===== src/hw/rtl/ookpwm_pkg.sv =====
// Shared types and constants for the OOK PWM sensor frame encoder.
// No dependencies; imported by the interfaces and all modules.
package ookpwm_pkg;

   localparam int FRAME_MAX_BITS = 40;
   localparam int TIME_W         = 16;
   localparam int KIND_W         = 3;
   localparam int CSR_IDX_W      = 3;

   localparam logic [KIND_W-1:0] KIND_SYNC     = 3'd0;
   localparam logic [KIND_W-1:0] KIND_SYNC_GAP = 3'd1;
   localparam logic [KIND_W-1:0] KIND_ZERO     = 3'd2;
   localparam logic [KIND_W-1:0] KIND_ONE      = 3'd3;
   localparam logic [KIND_W-1:0] KIND_MSG_GAP  = 3'd4;

   localparam logic [CSR_IDX_W-1:0] CSR_PULSE_HIGH  = 3'd0;
   localparam logic [CSR_IDX_W-1:0] CSR_SYNC_LOW    = 3'd1;
   localparam logic [CSR_IDX_W-1:0] CSR_SYNC_GAP    = 3'd2;
   localparam logic [CSR_IDX_W-1:0] CSR_ZERO_LOW    = 3'd3;
   localparam logic [CSR_IDX_W-1:0] CSR_ONE_LOW     = 3'd4;
   localparam logic [CSR_IDX_W-1:0] CSR_MSG_GAP_LOW = 3'd5;

   localparam logic [TIME_W-1:0] RST_PULSE_HIGH  = 16'd512;
   localparam logic [TIME_W-1:0] RST_SYNC_LOW    = 16'd480;
   localparam logic [TIME_W-1:0] RST_SYNC_GAP    = 16'd8912;
   localparam logic [TIME_W-1:0] RST_ZERO_LOW    = 16'd976;
   localparam logic [TIME_W-1:0] RST_ONE_LOW     = 16'd1968;
   localparam logic [TIME_W-1:0] RST_MSG_GAP_LOW = 16'd10200;

   typedef struct packed {
      logic [TIME_W-1:0] pulse_high;
      logic [TIME_W-1:0] sync_low;
      logic [TIME_W-1:0] sync_gap_low;
      logic [TIME_W-1:0] zero_low;
      logic [TIME_W-1:0] one_low;
      logic [TIME_W-1:0] msg_gap_low;
   } cfg_type;

endpackage


===== src/hw/rtl/ookpwm_if.sv =====
// Valid/ready channel interfaces: sensor reading in, pulse command out.
// Depends on ookpwm_pkg.
interface ookpwm_req_if
   import ookpwm_pkg::*;
   ();
   logic              valid;
   logic              ready;
   logic [7:0]        sensor_id;
   logic [3:0]        status_bits;
   logic signed [11:0] temperature;
   logic [7:0]        humidity;

   modport source (output valid, output sensor_id, output status_bits,
                   output temperature, output humidity, input ready);
   modport sink   (input valid, input sensor_id, input status_bits,
                   input temperature, input humidity, output ready);
endinterface

interface ookpwm_rsp_if
   import ookpwm_pkg::*;
   ();
   logic              valid;
   logic              ready;
   logic [KIND_W-1:0] pulse_kind;
   logic [TIME_W-1:0] high_time;
   logic [TIME_W-1:0] low_time;
   logic              last;

   modport source (output valid, output pulse_kind, output high_time,
                   output low_time, output last, input ready);
   modport sink   (input valid, input pulse_kind, input high_time,
                   input low_time, input last, output ready);
endinterface


===== src/hw/rtl/ookpwm_front.sv =====
// Front end: accepts a reading, packs the frame with checksum, registers it.
// Depends on ookpwm_pkg and ookpwm_req_if.
module ookpwm_front
   import ookpwm_pkg::*;
#(
   parameter int FRAME_BITS = 40
) (
   input  logic                  clock,
   input  logic                  reset,
   ookpwm_req_if.sink            req,
   output logic                  frm_valid,
   input  logic                  frm_ready,
   output logic [FRAME_BITS-1:0] frm_data
);

   logic [7:0]                b0, b1, b2, b3, csum;
   logic [FRAME_MAX_BITS-1:0] frame;
   logic                      valid_ff, valid_in;
   logic [FRAME_BITS-1:0]     data_ff, data_in;
   logic                      accept;

   assign b0    = req.sensor_id;
   assign b1    = {req.status_bits, req.temperature[11:8]};
   assign b2    = req.temperature[7:0];
   assign b3    = req.humidity;
   assign csum  = b0 + b1 + b2 + b3;
   assign frame = {b0, b1, b2, b3, csum};

   assign req.ready = !valid_ff || frm_ready;
   assign accept    = req.valid && req.ready;

   always_comb begin
      valid_in = valid_ff;
      data_in  = data_ff;
      if (accept) begin
         valid_in = 1'b1;
         data_in  = frame[FRAME_MAX_BITS-1 -: FRAME_BITS];
      end else if (frm_ready) begin
         valid_in = 1'b0;
      end
   end

   always_ff @(posedge clock) begin
      if (reset) begin
         valid_ff <= 1'b0;
      end else begin
         valid_ff <= valid_in;
      end
      data_ff <= data_in;
   end

   assign frm_valid = valid_ff;
   assign frm_data  = data_ff;

endmodule


===== src/hw/rtl/ookpwm_queue.sv =====
// Two-entry frame queue between front and back ends.
// Depends on ookpwm_pkg.
module ookpwm_queue
   import ookpwm_pkg::*;
#(
   parameter int WIDTH = 40
) (
   input  logic             clock,
   input  logic             reset,
   input  logic             in_valid,
   output logic             in_ready,
   input  logic [WIDTH-1:0] in_data,
   output logic             out_valid,
   input  logic             out_ready,
   output logic [WIDTH-1:0] out_data
);

   logic [WIDTH-1:0] mem_ff [2];
   logic             wr_ptr_ff, wr_ptr_in;
   logic             rd_ptr_ff, rd_ptr_in;
   logic [1:0]       count_ff, count_in;
   logic             push, pop;

   assign in_ready  = (count_ff != 2'd2);
   assign out_valid = (count_ff != 2'd0);
   assign out_data  = mem_ff[rd_ptr_ff];
   assign push      = in_valid && in_ready;
   assign pop       = out_valid && out_ready;

   always_comb begin
      wr_ptr_in = push ? !wr_ptr_ff : wr_ptr_ff;
      rd_ptr_in = pop  ? !rd_ptr_ff : rd_ptr_ff;
      count_in  = count_ff;
      if (push && !pop) begin
         count_in = count_ff + 2'd1;
      end else if (pop && !push) begin
         count_in = count_ff - 2'd1;
      end
   end

   always_ff @(posedge clock) begin
      if (reset) begin
         wr_ptr_ff <= 1'b0;
         rd_ptr_ff <= 1'b0;
         count_ff  <= 2'd0;
      end else begin
         wr_ptr_ff <= wr_ptr_in;
         rd_ptr_ff <= rd_ptr_in;
         count_ff  <= count_in;
      end
      if (push) begin
         mem_ff[wr_ptr_ff] <= in_data;
      end
   end

endmodule


===== src/hw/rtl/ookpwm_back.sv =====
// Back end: steps through one frame, one pulse command word per cycle unless
// rsp stalls, into a registered output stage. Depends on ookpwm_pkg, ookpwm_rsp_if.
module ookpwm_back
   import ookpwm_pkg::*;
#(
   parameter int FRAME_BITS = 40
) (
   input  logic                  clock,
   input  logic                  reset,
   input  cfg_type               cfg,
   input  logic                  frm_valid,
   output logic                  frm_ready,
   input  logic [FRAME_BITS-1:0] frm_data,
   ookpwm_rsp_if.source          rsp
);

   localparam int CNT_W = $clog2(FRAME_BITS + 4);
   localparam logic [CNT_W-1:0] CNT_GAP  = CNT_W'(2);
   localparam logic [CNT_W-1:0] CNT_LAST = CNT_W'(FRAME_BITS + 3);

   logic                  busy_ff, busy_in;
   logic [CNT_W-1:0]      cnt_ff, cnt_in;
   logic [FRAME_BITS-1:0] shift_ff, shift_in;
   logic                  out_valid_ff, out_valid_in;
   logic [KIND_W-1:0]     kind_ff, kind_in;
   logic [TIME_W-1:0]     low_ff, low_in;
   logic                  last_ff, last_in;
   logic                  emit, pop, is_last, is_bit;

   assign emit    = busy_ff && (!out_valid_ff || rsp.ready);
   assign is_last = (cnt_ff == CNT_LAST);
   assign is_bit  = (cnt_ff > CNT_GAP) && !is_last;
   assign pop     = frm_valid && (!busy_ff || (emit && is_last));
   assign frm_ready = !busy_ff || (emit && is_last);

   always_comb begin
      kind_in = KIND_SYNC;
      low_in  = cfg.sync_low;
      last_in = 1'b0;
      if (cnt_ff == CNT_GAP) begin
         kind_in = KIND_SYNC_GAP;
         low_in  = cfg.sync_gap_low;
      end else if (is_last) begin
         kind_in = KIND_MSG_GAP;
         low_in  = cfg.msg_gap_low;
         last_in = 1'b1;
      end else if (is_bit) begin
         if (shift_ff[FRAME_BITS-1]) begin
            kind_in = KIND_ONE;
            low_in  = cfg.one_low;
         end else begin
            kind_in = KIND_ZERO;
            low_in  = cfg.zero_low;
         end
      end
   end

   always_comb begin
      busy_in  = busy_ff;
      cnt_in   = cnt_ff;
      shift_in = shift_ff;
      if (pop) begin
         busy_in  = 1'b1;
         cnt_in   = '0;
         shift_in = frm_data;
      end else if (emit) begin
         if (is_last) begin
            busy_in = 1'b0;
         end else begin
            cnt_in = cnt_ff + CNT_W'(1);
         end
         if (is_bit) begin
            shift_in = shift_ff << 1;
         end
      end
      out_valid_in = emit ? 1'b1 : (rsp.ready ? 1'b0 : out_valid_ff);
   end

   always_ff @(posedge clock) begin
      if (reset) begin
         busy_ff      <= 1'b0;
         cnt_ff       <= '0;
         out_valid_ff <= 1'b0;
      end else begin
         busy_ff      <= busy_in;
         cnt_ff       <= cnt_in;
         out_valid_ff <= out_valid_in;
      end
      shift_ff <= shift_in;
      if (emit) begin
         kind_ff <= kind_in;
         low_ff  <= low_in;
         last_ff <= last_in;
      end
   end

   assign rsp.valid      = out_valid_ff;
   assign rsp.pulse_kind = kind_ff;
   assign rsp.high_time  = cfg.pulse_high;
   assign rsp.low_time   = low_ff;
   assign rsp.last       = last_ff;

endmodule


===== src/hw/rtl/ook_pwm_sensor_frame_encoder_top.sv =====
// Top level of the OOK PWM sensor frame encoder: timing registers,
// front end, frame queue and back end. Depends on ookpwm_pkg, ookpwm_if,
// ookpwm_front, ookpwm_queue and ookpwm_back.
//
// Usage:
//   req_chan takes one sensor reading per word (id, status, temperature,
//   humidity). rsp_chan returns FRAME_BITS + 4 pulse command words per
//   reading: two sync, one sync gap, one zero/one word per frame bit sent
//   MSB first, and a message gap flagged last. high_time is the pulse
//   high register; low_time is the register of the word's kind.
//   csr_we/csr_index/csr_wdata write the six timing registers; indexes
//   past five are ignored. Write only while no reading is in flight.
//   An accepted reading passes the front register and the frame queue;
//   the back-end sequencer then sends one command word per cycle while
//   rsp_chan is ready, into a registered output. Readings queue in the
//   front register and a two-entry frame queue, so req_chan stays ready
//   while the back end works, until that space fills.
//   Reset clears all valid state and reloads the timing defaults.
//   When rsp_chan stalls the current word holds and the sequencer waits;
//   req_chan drops ready once the queue and the front register fill.
module ook_pwm_sensor_frame_encoder_top
   import ookpwm_pkg::*;
#(
   parameter int FRAME_BITS = 40
) (
   input  logic                 clock,
   input  logic                 reset,
   ookpwm_req_if.sink           req_chan,
   ookpwm_rsp_if.source         rsp_chan,
   input  logic                 csr_we,
   input  logic [CSR_IDX_W-1:0] csr_index,
   input  logic [TIME_W-1:0]    csr_wdata
);

   cfg_type               cfg_ff, cfg_in;
   logic                  frm_valid, frm_ready;
   logic [FRAME_BITS-1:0] frm_data;
   logic                  bq_valid, bq_ready;
   logic [FRAME_BITS-1:0] bq_data;

   always_comb begin
      cfg_in = cfg_ff;
      if (csr_we) begin
         case (csr_index)
            CSR_PULSE_HIGH:  cfg_in.pulse_high   = csr_wdata;
            CSR_SYNC_LOW:    cfg_in.sync_low     = csr_wdata;
            CSR_SYNC_GAP:    cfg_in.sync_gap_low = csr_wdata;
            CSR_ZERO_LOW:    cfg_in.zero_low     = csr_wdata;
            CSR_ONE_LOW:     cfg_in.one_low      = csr_wdata;
            CSR_MSG_GAP_LOW: cfg_in.msg_gap_low  = csr_wdata;
            default:         cfg_in = cfg_ff;
         endcase
      end
   end

   always_ff @(posedge clock) begin
      if (reset) begin
         cfg_ff.pulse_high   <= RST_PULSE_HIGH;
         cfg_ff.sync_low     <= RST_SYNC_LOW;
         cfg_ff.sync_gap_low <= RST_SYNC_GAP;
         cfg_ff.zero_low     <= RST_ZERO_LOW;
         cfg_ff.one_low      <= RST_ONE_LOW;
         cfg_ff.msg_gap_low  <= RST_MSG_GAP_LOW;
      end else begin
         cfg_ff <= cfg_in;
      end
   end

   ookpwm_front #(
      .FRAME_BITS (FRAME_BITS)
   ) u_front (
      .clock     (clock),
      .reset     (reset),
      .req       (req_chan),
      .frm_valid (frm_valid),
      .frm_ready (frm_ready),
      .frm_data  (frm_data)
   );

   ookpwm_queue #(
      .WIDTH (FRAME_BITS)
   ) u_queue (
      .clock     (clock),
      .reset     (reset),
      .in_valid  (frm_valid),
      .in_ready  (frm_ready),
      .in_data   (frm_data),
      .out_valid (bq_valid),
      .out_ready (bq_ready),
      .out_data  (bq_data)
   );

   ookpwm_back #(
      .FRAME_BITS (FRAME_BITS)
   ) u_back (
      .clock     (clock),
      .reset     (reset),
      .cfg       (cfg_ff),
      .frm_valid (bq_valid),
      .frm_ready (bq_ready),
      .frm_data  (bq_data),
      .rsp       (rsp_chan)
   );

endmodule

===== src/flat_wrapper.sv =====
// flat-port wrapper written by rule: the top's interface ports become plain ports
module ook_pwm_sensor_frame_encoder_top_flat import ookpwm_pkg::*;
#(
   parameter int FRAME_BITS = 40
)
  (clock, reset, csr_we, csr_index, csr_wdata, req_chan_valid, req_chan_sensor_id, req_chan_status_bits, req_chan_temperature, req_chan_humidity, req_chan_ready, rsp_chan_valid, rsp_chan_pulse_kind, rsp_chan_high_time, rsp_chan_low_time, rsp_chan_last, rsp_chan_ready);
  ookpwm_req_if req_chan_i ();
  ookpwm_rsp_if rsp_chan_i ();
  input  logic clock;
  input  logic reset;
  input  logic csr_we;
  input  logic [CSR_IDX_W-1:0] csr_index;
  input  logic [TIME_W-1:0] csr_wdata;
  input wire logic [$bits(req_chan_i.valid)-1:0] req_chan_valid;
  input wire logic [$bits(req_chan_i.sensor_id)-1:0] req_chan_sensor_id;
  input wire logic [$bits(req_chan_i.status_bits)-1:0] req_chan_status_bits;
  input wire logic [$bits(req_chan_i.temperature)-1:0] req_chan_temperature;
  input wire logic [$bits(req_chan_i.humidity)-1:0] req_chan_humidity;
  output wire logic [$bits(req_chan_i.ready)-1:0] req_chan_ready;
  output wire logic [$bits(rsp_chan_i.valid)-1:0] rsp_chan_valid;
  output wire logic [$bits(rsp_chan_i.pulse_kind)-1:0] rsp_chan_pulse_kind;
  output wire logic [$bits(rsp_chan_i.high_time)-1:0] rsp_chan_high_time;
  output wire logic [$bits(rsp_chan_i.low_time)-1:0] rsp_chan_low_time;
  output wire logic [$bits(rsp_chan_i.last)-1:0] rsp_chan_last;
  input wire logic [$bits(rsp_chan_i.ready)-1:0] rsp_chan_ready;
  assign req_chan_i.valid = req_chan_valid;
  assign req_chan_i.sensor_id = req_chan_sensor_id;
  assign req_chan_i.status_bits = req_chan_status_bits;
  assign req_chan_i.temperature = req_chan_temperature;
  assign req_chan_i.humidity = req_chan_humidity;
  assign req_chan_ready = req_chan_i.ready;
  assign rsp_chan_valid = rsp_chan_i.valid;
  assign rsp_chan_pulse_kind = rsp_chan_i.pulse_kind;
  assign rsp_chan_high_time = rsp_chan_i.high_time;
  assign rsp_chan_low_time = rsp_chan_i.low_time;
  assign rsp_chan_last = rsp_chan_i.last;
  assign rsp_chan_i.ready = rsp_chan_ready;
  ook_pwm_sensor_frame_encoder_top #(.FRAME_BITS(FRAME_BITS)) u_core (.clock(clock), .reset(reset), .req_chan(req_chan_i), .rsp_chan(rsp_chan_i), .csr_we(csr_we), .csr_index(csr_index), .csr_wdata(csr_wdata));
endmodule

===== config.mk =====
export PLATFORM = sky130hd
export DESIGN_NAME = ook_pwm_sensor_frame_encoder_top_flat
export DESIGN_NICKNAME = d
export VERILOG_FILES = /design/src/hw/rtl/ookpwm_pkg.sv /design/src/hw/rtl/ookpwm_if.sv /design/src/hw/rtl/ookpwm_front.sv /design/src/hw/rtl/ookpwm_queue.sv /design/src/hw/rtl/ookpwm_back.sv /design/src/hw/rtl/ook_pwm_sensor_frame_encoder_top.sv /design/src/flat_wrapper.sv
export SDC_FILE = /design/constraint.sdc
export NUM_CORES = 1
export LEC_CHECK = 0
export ABC_AREA = 1
export BUFFER_PORTS_ARGS = -buffer_cell sky130_fd_sc_hd__buf_2
export CAP_MARGIN = 20
export CORE_MARGIN = 5
export CORE_UTILIZATION = 58
export CTS_CLUSTER_DIAMETER = 40
export DETAILED_ROUTE_END_ITERATION = 12
export PLACE_DENSITY_LB_ADDON = 0.08
export SLEW_MARGIN = 20
export SYNTH_ARGS = -nofsm -noshare
export SYNTH_HDL_FRONTEND = slang
export SYNTH_HIERARCHICAL = 1
export SYNTH_SLANG_ARGS = --single-unit

===== constraint.sdc =====
create_clock -name clock -period 4.86 [get_ports clock]
set_input_delay 0.243 -clock clock [delete_from_list [all_inputs] [get_ports clock]]
set_output_delay 0.243 -clock clock [all_outputs]
set_load 0.01 [all_outputs]

[Yosys cells after proc, flatten, opt, wreduce, memory -nomap -nowiden]
Memory sizes are Yosys's and may differ from the RTL's. A register that Yosys moved wholly into a read port is not among the register bits.
Cells that the tools add are included.
Operators by class
  add/sub/neg operators: 6
  magnitude comparators: 1
  equal/unequal tests: 8
  mux-type cells: 24
  bitwise gates (word level): 2
  reduce and logical (&&, ||, !) cells: 38
Operators by type and width (count)
  $mux 40: 3
  $mux 16: 4
  $add 8x8->8: 3
  $reduce_and 2->1: 9
  $reduce_bool 2->1: 7
  $mux 1: 13
  $logic_and 1x1->1: 8
  $logic_not 1->1: 8
  $add 6x1->6 const B: 1
  $eq 3x2->1 const B: 2
  $eq 3x3->1 const B: 2
  $eq 6x2->1 const B: 1
  $eq 6x6->1 const B: 1
  $gt 6x2->1 const B: 1
  $mux 2: 3
  $eq 3x1->1 const B: 1
  $logic_not 3->1: 1
  $logic_or 1x1->1: 3
  $mux 3: 1
  $reduce_or 3->1: 1
  $add 2x1->2 const B: 1
  $ne 2x2->1 const B: 1
  $not 1->1: 2
  $reduce_or 2->1: 1
  $sub 2x1->2 const B: 1
Word-level totals
  register bits after elaboration: 209
  memory bits (writable): 80
  input bits: 56
  output and inout bits: 38
  logic and storage cells: 99
  memories: 1
Memories
  u_core.u_queue.mem_ff: depth 2, bits a word 40, read ports 1, clocked after memory_dff 1, write ports 1, RTL line ookpwm_queue.sv:18  | logic [WIDTH-1:0] mem_ff [2];

[Logic depth before layout (Yosys ltp)]
Gate-level depths: netlist (run 1).
  depth after elaboration: 9
  mapped depth: 15
  gate-level depth less buffers: 13

[Hierarchy]
The synthesis (run 1) kept the hierarchy.
By module, submodules not included
  ook_pwm_sensor_frame_encoder_top: times used 1, cells an instance 525, area each 3751.1 µm², seq. area each 1921.8 µm²
  ookpwm_back: times used 1, cells an instance 443, area each 3737.3 µm², seq. area each 1931.9 µm²
  ookpwm_queue: times used 1, cells an instance 161, area each 3136.8 µm², seq. area each 2502.4 µm²
  ookpwm_front: times used 1, cells an instance 174, area each 2073.2 µm², seq. area each 1221.2 µm²

[Worst setup path before layout (run 1)]
Ideal clock, no wire load.
  kind: register to register
  start: register u_core.u_back.cnt_ff[0]
  end: register u_core.u_back.shift_ff[0], enable pin
  setup time: 0.442 ns
  data arrival time: 2.862 ns
  required time: 4.418 ns
  path slack: 1.556 ns
  stages on the path, launching flop included: 8
  buffers on the path: 0
  clock period less this slack: 3.304 ns
  cells stage by stage: dfxtp_1 > inv_1 > ha_1 > inv_1 > nand2_1 > nand3_2 > nand2_1 > o21ai_1
Between the ends
  cells in the longest elaborated chain, start to end: 6
  elaborated cells between the ends (all ways): 10
  classes of those cells: order compare (1); eq/ne (1); reduce/logical (8)
Ends and longest elaborated chain
  from (decl): RTL line ookpwm_back.sv:22  | logic [CNT_W-1:0] cnt_ff, cnt_in;
  from (signal assigned): RTL line ookpwm_back.sv:86  | cnt_ff <= cnt_in;
  branches (longest 5 deep; another with $gt 6x2->1)
  $reduce_and 2->1 (no line) (*)
  to (signal assigned): RTL line ookpwm_back.sv:89  | shift_ff <= shift_in;
  to (decl): RTL line ookpwm_back.sv:23  | logic [FRAME_BITS-1:0] shift_ff, shift_in;
Mark *: on every way between the ends.
A chain may end at the register's enable or synchronous reset.

[Final worst setup path (run 1)]
  start: register u_core.u_back.cnt_ff[0]
  end: register u_core.u_back.shift_ff[24], enable pin
Between the ends
  cells in the longest elaborated chain, start to end: 6
  elaborated cells between the ends (all ways): 10
  classes of those cells: order compare (1); eq/ne (1); reduce/logical (8)
Ends and longest elaborated chain
  $eq 6x6->1 (*): RTL line ookpwm_back.sv:31  | assign is_last = (cnt_ff == CNT_LAST);
  $logic_and 1x1->1 (*)
  $logic_or 1x1->1 (*)
  via u_core.bq_ready: RTL line ook_pwm_sensor_frame_encoder_top.sv:38  | logic bq_valid, bq_ready;
  $logic_and 1x1->1 (*): RTL line ookpwm_back.sv:33  | assign pop = frm_valid && (!busy_ff || (emit && is_last));
  $reduce_bool 2->1 (no line)
  $reduce_and 2->1 (no line) (*)
The timed path passes the listed nets; every way through them passes the cells marked *.

==> results of run 1 <==
[state kept, by name, summed over array words and instances, names as in the netlist, named ones only]
name and flops:
u_core/cfg_ff 96, u_core/u_back/busy_ff 1, u_core/u_back/cnt_ff 6, u_core/u_back/rsp.low_time 16, u_core/u_back/rsp.pulse_kind 3, u_core/u_back/rsp.valid 1, u_core/u_back/shift_ff 40, u_core/u_front/frm_data 40
u_core/u_front/frm_valid 1, u_core/u_queue/count_ff 2, u_core/u_queue/mem_ff 80, u_core/u_queue/rd_ptr_ff 1, u_core/u_queue/wr_ptr_ff 1
[power by group through the flow]
| stage | Clock [uW] | Sequential, uW | Combinational [uW] |
|---|---|---|---|
| floorplan | 0 | 3390 | 1290 |
| global placement | 0 | 3470 | 1560 |
| detailed placement | 0 | 3480 | 1580 |
| CTS | 2830 | 3440 | 1620 |
| global route | 2940 | 3480 | 1820 |
| finish | 2780 | 3430 | 1610 |
[cell families (layout without fill, tap and decap cells)]
logic type | after synthesis | in the layout | synth area share, %
xor gates and xnor gates | 7 | 7 | 0.483
adders and majority gates | 24 | 24 | 3.19
DFF | 289 | 289 | 59.7
buffers and inverters | 188 | 322 | 7.19
muxes | 40 | 40 | 3.55
AOI/OAI and AO/OA | 34 | 34 | 1.47
and+or+nand+nor | 721 | 721 | 24.4
[layout make-up]
| type | instances | share of cell area [%] |
|---|---|---|
| Inverter | 115 | 2.92 |
| Clock inverter | 18 | 1.53 |
| Tap cell | 280 | 2.37 |
| Sequential cell | 289 | 51.2 |
| Multi-Input combinational cell | 826 | 28.7 |
| Timing Repair Buffer | 140 | 6.14 |
| Clock buffer | 49 | 7.13 |
[routing by layer]
layer  global-route usage [%]  up-vias  wire length (microns)  share of wire [%]
li1                         -     4457                      -                  -
met1                     34.6     4174                  13100                 47
met2                     33.9      264                  12500                 45
met3                     4.05       37                   2010                7.2
met4                     5.44        0                    428                1.5
met5                        0        -                      0                  0
[through the flow]
stage / std cells / util, % / total power (uW) / setup slack [ns] / hold WS (ns)
after floorplan: 1303 / - / 4680 / 1.56 / 0.303
after global placement: 1614 / 60.7 / 5030 / 1.71 / 0.422
after detailed placement: 1614 / 60.7 / 5060 / 1.65 / 0.429
after CTS: 1716 / 68.2 / 7880 / 1.64 / 0.00172
after global routing: 1717 / 68.2 / 8240 / 1.40 / 0.0290
final: 1717 / 68.2 / 7820 / 1.66 / 0.0130
[placed cells by master (no fill, tap or decap), types with 4 or more instances in the layout]
cell type,netlist,layout
sky130_fd_sc_hd__nand2_1,332,332
sky130_fd_sc_hd__nand3_1,189,189
sky130_fd_sc_hd__edfxtp_1,179,179
sky130_fd_sc_hd__nor2_1,161,159
sky130_fd_sc_hd__inv_1,112,112
sky130_fd_sc_hd__dfxtp_1,110,109
sky130_fd_sc_hd__buf_2,16,93
sky130_fd_sc_hd__clkbuf_16,0,40
sky130_fd_sc_hd__mux2_2,40,40
sky130_fd_sc_hd__dlygate4sd3_1,0,36
sky130_fd_sc_hd__o21ai_0,21,21
sky130_fd_sc_hd__fa_1,14,14
sky130_fd_sc_hd__nor2_4,8,11
sky130_fd_sc_hd__buf_4,30,11
sky130_fd_sc_hd__ha_1,10,10
sky130_fd_sc_hd__a21oi_1,9,8
sky130_fd_sc_hd__clkbuf_1,15,7
sky130_fd_sc_hd__nand4_1,7,7
sky130_fd_sc_hd__or2_1,6,6
sky130_fd_sc_hd__clkinv_4,0,5
sky130_fd_sc_hd__bufinv_16,0,4
sky130_fd_sc_hd__or2_2,4,4
sky130_fd_sc_hd__xnor2_1,4,4
[critical path: stages (launching register included)]
cell,delay [ns]
sky130_fd_sc_hd__dfxtp_1,0.40
sky130_fd_sc_hd__ha_1,0.26
sky130_fd_sc_hd__nand3_1,0.11
sky130_fd_sc_hd__nor2_2,0.10
sky130_fd_sc_hd__buf_4,0.28
sky130_fd_sc_hd__nand2_1,0.14
sky130_fd_sc_hd__nand2_4,0.38
sky130_fd_sc_hd__nand2_4,0.41
sky130_fd_sc_hd__o21ai_4,0.31
sky130_fd_sc_hd__buf_4,0.42
[worst paths after layout]
check / to / slack (ns) / cells past startpoint
worst min-delay path: u_core/u_front/frm_data[25] / 0.01 / 1
worst min register to register: u_core/u_queue/mem_ff[0][10] / 0.44 / 0
worst max register to register: u_core/u_back/shift_ff[24] / 1.66 / 9
worst max-delay path: u_core/u_back/shift_ff[24] / 1.66 / 9
==> summary by stage, run 1 <==
Critical path
The worst setup path is captured at a flip-flop. The worst setup path category is reg2reg. The arrival time at the worst endpoint is 3.36 ns. The biggest fanout along the worst timing path is 44. The startpoint type of the worst setup path is a flip-flop. For the worst setup path, the data required time is 5.02 ns. The startpoint of the worst register-to-register path is u_core/u_back/cnt_ff[0]. The timing startpoint of the critical path is u_core/u_back/cnt_ff[0].

Clock network
In this run the number of H-tree levels came out at 2. Once the clock tree was built, the setup fixing pass inserted 0 buffers. In this run the deepest clock path goes through 3 buffers. The clock sink total is 289. The clock latency of the later-clocked register in the worst-skew pair is 0.51 ns. The number of resized instances in the post-cts repair step is 0. Clock-pin slew was measured on the worst setup and hold paths at 0.06 ns. In this run, post-CTS hold repair placed 35 buffers.

The CTS tree is yes. CTS placed an instance of sky130_fd_sc_hd__clkbuf_16 at the clock tree root. The total CTS buffers is 38.

STA
The setup total negative slack is 0 ns. The final setup skew is 0.0205 ns. The total count of hold-check failures in the final report is 0.

The final-report max-slew violation count came to 0. The final setup violation count is 0. The maximum clock rate is 312 MHz. The worst max-slew margin expressed relative to the limit is 30.4%.

The worst-margin pin slew is 1.04 ns. Of the available clock period, the critical path in the final layout requires 65.9%. Setup repair after global routing left no endpoint under its margin. After layout, the minimum clock period comes to 3.20 ns.

Final layout
The final layout contains 1,490 nets. In the final layout, flip-flops and latches occupy 0.00758 sq mm. The repair_antennas step left the layout with diodes totalling 0. The area of combinational cells with multiple inputs is 0.00425 sq mm.

Cells with a size suffix above 1 make up 16.4% of the layout. Compared with the post-synthesis result, the final layout area differs by 16.6%. After filler insertion, the fill cell instance count of the layout stands at 1,731. The cell area after layout is 0.0148 sq mm.

Synthesis
The gate count of the mapped netlist is 1,303. The sequential cell area fraction in the yosys report is 59.7%. The synthesized design spends more area on one cell type than any other, namely sky130_fd_sc_hd__edfxtp_1. Counting instances in the post-synthesis netlist gives the leading cell types as sky130_fd_sc_hd__nand2_1 (332), sky130_fd_sc_hd__nand3_1 (189), sky130_fd_sc_hd__edfxtp_1 (179). The most repeated cell in the gate-level netlist after synthesis is sky130_fd_sc_hd__nand2_1. The number of enable-type register cells in the synthesized netlist is 179. The average instance area after synthesis is 9.75 sq um. The net count of the mapped netlist is 1,383. For this run, the number of Yosys warnings is 6.

The post-synth design cell area is 0.0127 sq mm. The flip-flop cell with the highest count after synthesis is sky130_fd_sc_hd__edfxtp_1. The share of synthesized area in the top cell type comes to 42.3%. The count of unique library cells instantiated by Yosys is 34.

In the post-synthesis netlist, the biggest area contributors are sky130_fd_sc_hd__edfxtp_1 (42%), sky130_fd_sc_hd__dfxtp_1 (17%), sky130_fd_sc_hd__nand2_1 (9.8%). The post-synthesis async set-or-reset flop share is 0%. The register bit total from synthesis is 289.

Power
The power density over the cells is 529 mW/mm^2. The internal power of the cells is 5540 uW. The clock power share is 35.6%. The switching power summed over all nets is 2290 uW. The static power due to leakage is 0.00630 uW.

The worst vdd rail ir drop is 0.000304 V. Combinational logic burns 20.6% of the power. The proportion of power drawn by flip-flops and latches is 43.8%. The switching part of the total power is 29.2%.

Routing
The count of TritonRoute iterations in the first routing pass is 6. The final layout contains routed wiring with a total length of 28,000 microns. The detailed-route wire length per cell is 16.3 microns. The number of DRC markers in iteration 0 is 663. The total DRC errors in the routed layout is 0. The final route contains 8,932 vias. The count of nets left with antenna violations once routing finished came out at 0. After detailed routing, the number of vias per cell comes to 5.20.

Die
The floorplan step set the die width to 158 microns. The region available for standard cell placement spans 0.0217 sq mm. The die span in y is 158 microns. The die covers 0.0250 sq mm. Once the floorplan was initialized, standard cells occupied 58.5% of the core. Row generation in the floorplan step produced 54 rows. 94 I/O pins were placed.

Job
The number of violations of the max-capacitance limit is 0.

Place
Once detailed placement completed, the half-perimeter wirelength came to 17,600 microns. Buffers placed on the I/O ports in this run total 93. Routability-driven placement finished with a final weighted congestion of 0.829. The post-detailed-placement cell area is 0.0132 sq mm.

Global routing
The pin count of the biggest net entering global routing is 51. For this run the aggregate overflow at the end of global routing stands at 0. The initial antenna violation count came to 0. The wire length of the first global-routing pass is 44,300 microns. The via count of the first global-routing pass is 8,418. Global routing consumed, over all layers together, 22.6% of the routing resources.

Worst hold path
The startpoint identified for the worst hold timing path is req_chan_temperature[9]. The worst min-delay path class is in2reg.

Status
The flow ran to the end, and the final reports show no timing, DRC or antenna violations.
(Power assumes the default switching activity.)
==> run 2, diff against run 1 <==
clock period = 3.34 ns   (was 4.86 ns; I/O delays follow)
==> run 2 against run 1 <==
  * Setup slack got worse by 1.0 ns
  * Worst hold slack better by 0.076 ns
  * Sequential power increased by 46%
  * Non-clock buffer count rose by 13
  * Final area increased by 2.1%
  * Largest power group unchanged
==> summary by stage, run 2 (synthesis gave the netlist of run 1 again) <==
Status
The run finished with clean final reports.

Die
The placeable core region is 0.0217 sq mm. The die area is 0.0250 sq mm. The width of the chip is 158 microns. The die is 158 microns tall. For this design the top-level I/O count stands at 94. The starting density of the core is 58.5%.

The floorplan has 54 rows.

Critical path
The worst setup path category is in2reg. At the worst endpoint, the required time is 3.62 ns. The arrival time at the worst endpoint is 2.98 ns. In this run the worst path has a maximum fanout of 3. The worst setup path is launched from an input pin.

The worst setup path is captured at a flip-flop.

Final layout
Compared with the post-synthesis result, the final layout area differs by 19.0%. With fillers left out, the area of the finished cells amounts to 0.0151 sq mm. The finished layout holds 1,739 standard cells, fillers aside.

The number of antenna cells inserted is 0. The flip-flop count of the largest register after layout is 96. Counting the fill cells in the layout gives 1,637. The share of post-route cells with drive strength above 1 is 17.1%. The largest registers in the layout are u_core/cfg_ff: 96 flops, u_core/u_queue/mem_ff: 80 flops. The count of nets after finishing is 1,506. The register with the most flip-flops is u_core/cfg_ff.

The leading cell type in the layout, fill and taps excluded is sky130_fd_sc_hd__nand2_1. In the layout the commonest cells are sky130_fd_sc_hd__nand2_1 (332), sky130_fd_sc_hd__nand3_1 (189), sky130_fd_sc_hd__edfxtp_1 (179).

STA
Measured against its own limit, the worst slew margin works out to 31.9%. The final setup skew is 0.0202 ns. The final setup violation count is 0. The final-report max-slew violation count was 0. The setup total negative slack is 0 ns.

The setup slack of the critical path after layout is 0.644 ns. Subtracting the final worst setup slack from the clock period gives 2.70 ns. The total count of hold-check failures in the final report came to 0. The maximum clock rate is 371 MHz. At the pin with the least slew margin, the transition time is 1.02 ns. Setup repair after global routing left no endpoint under its margin. The worst path uses 80.7% of the clock period.

Place
After detailed placement, the total cell area comes to 0.0132 sq mm. In this run, placement finished with an instance count of 1,619. Once detailed placement completed, the half-perimeter wirelength came to 17,600 microns. The number of input and output port buffers inserted is 93. OpenSTA, run right after detailed placement, puts the worst setup slack at 0.636 ns. The final RePlAce weighted congestion is 0.850.

Routing
The count of TritonRoute iterations in the first routing pass is 5. Across all layers, the routed design uses 9,105 vias. The mean number of vias per cell is 5.24. The number of DRC markers in iteration 0 is 698.

Wires add up to 29,000 microns. After detailed routing, the number of remaining DRC violations is 0. The count of nets left with antenna violations once routing finished came out at 0. In the final routed layout, each cell accounts on average for 16.7 microns.

Clock network
The level count of the clock H-tree is 2. The clock tree buffer depth is 3. The CTS tree is yes. Clock tree synthesis found a total of 289 sinks. The master cell of the clock root buffer is sky130_fd_sc_hd__clkbuf_16. The total setup buffers inserted after CTS is 0. The total CTS buffers is 41. Clock-pin slew was measured on the worst setup and hold paths at 0.06 ns.

The clock latency of the later-clocked register in the worst-skew pair is 0.52 ns.

Job
The number of violations of the max-capacitance limit is 0.

Power
The power density over the cells is 787 mW/mm^2. IR analysis of the VDD net gives a maximum drop of 0.000532 V. The static power due to leakage is 0.00644 uW.

Global routing
The via count of the first global-routing pass is 8,795. The pin count of the biggest net entering global routing is 97. The global routing usage summed across all routing layers is 23.7%. The first global-routing pass estimated 46,500 microns of wire. For this run the aggregate overflow at the end of global routing stands at 0. The initial antenna violation count is 0.

Worst hold path
The worst min-delay path class is in2reg.
[run 2: cell types whose count changed in the layout (fill, tap and decap cells not counted), sizes merged]
| cell | delta |
|---|---|
| clkbuf | +5 |
| dlygate4sd3 | +8 |
| clkinv | -1 |
| bufinv | +1 |
| buf | +5 |
| clkinvlp | +4 |
[run 2: final cells by class]
type	instances	area (sq um)	share of cell area (%)
inverters	115	432	2.86
flip-flops and latches	289	7580	50.1
multi-input cells	826	4250	28.1
clock buffers	54	1190	7.87
clock inverters	22	273	1.80
repair buffers	153	1040	6.87
well taps	280	350	2.32
[run 2: path summary, 6_finish.rpt]
check	startpoint	slack, ns	cells past startpoint	to
min reg2reg	u_core/u_front/frm_data[12]	0.43	0	u_core/u_queue/mem_ff[0][12]
min	csr_wdata[2]	0.09	5	u_core/cfg_ff[18]
max reg2reg	u_core/u_back/cnt_ff[1]	0.90	7	u_core/u_back/shift_ff[8]
max	req_chan_sensor_id[1]	0.64	15	u_core/u_front/frm_data[7]
[run 2: repair_timing]
| item | 4_1_cts | 5_1_grt |
|---|---|---|
| hold buffers | 44 | 0 |
| endpoints found under the hold margin | 62 | 0 |
| resized for setup | 0 | 0 |
[run 2: per-stage QoR]
stage	hold WS (ns)	utilization [%]	power [uW]
final	0.0891	69.7	11900
after global routing	0.120	69.7	12500
after CTS	0.0678	69.7	12000
after detailed placement	0.360	60.9	7450
after global placement	0.358	60.9	7370
after floorplan	0.227	-	6800
[run 2: per-layer routing]
layer,track usage (%),routed length (microns),part of all wire [%],vias to the layer above
met5,0,0,0,-
met4,5.40,442,1.5,0
met3,4.84,2210,7.6,41
met2,36.4,13300,46,294
met1,35.1,13000,45,4271
li1,-,-,-,4499
[run 2: where the power goes]
group	total, uW	switching (uW)	internal [uW]	leakage [uW]
combinational	2420	1550	866	0.00316
clock	4490	1570	2920	0.000699
sequential	5000	332	4660	0.00258
total	11900	3450	8450	0.00644
[run 2: worst max-delay path: stages]
cell and delay, ns:
sky130_fd_sc_hd__dlygate4sd3_1 0.52, sky130_fd_sc_hd__buf_2 0.11, sky130_fd_sc_hd__inv_1 0.05, sky130_fd_sc_hd__fa_1 0.53, sky130_fd_sc_hd__inv_1 0.05, sky130_fd_sc_hd__fa_1 0.47, sky130_fd_sc_hd__ha_1 0.18, sky130_fd_sc_hd__inv_1 0.07
sky130_fd_sc_hd__fa_1 0.45, sky130_fd_sc_hd__inv_1 0.08, sky130_fd_sc_hd__nand2_1 0.07, sky130_fd_sc_hd__inv_1 0.06, sky130_fd_sc_hd__nor2_1 0.04, sky130_fd_sc_hd__nand3_1 0.07, sky130_fd_sc_hd__nand2_1 0.05
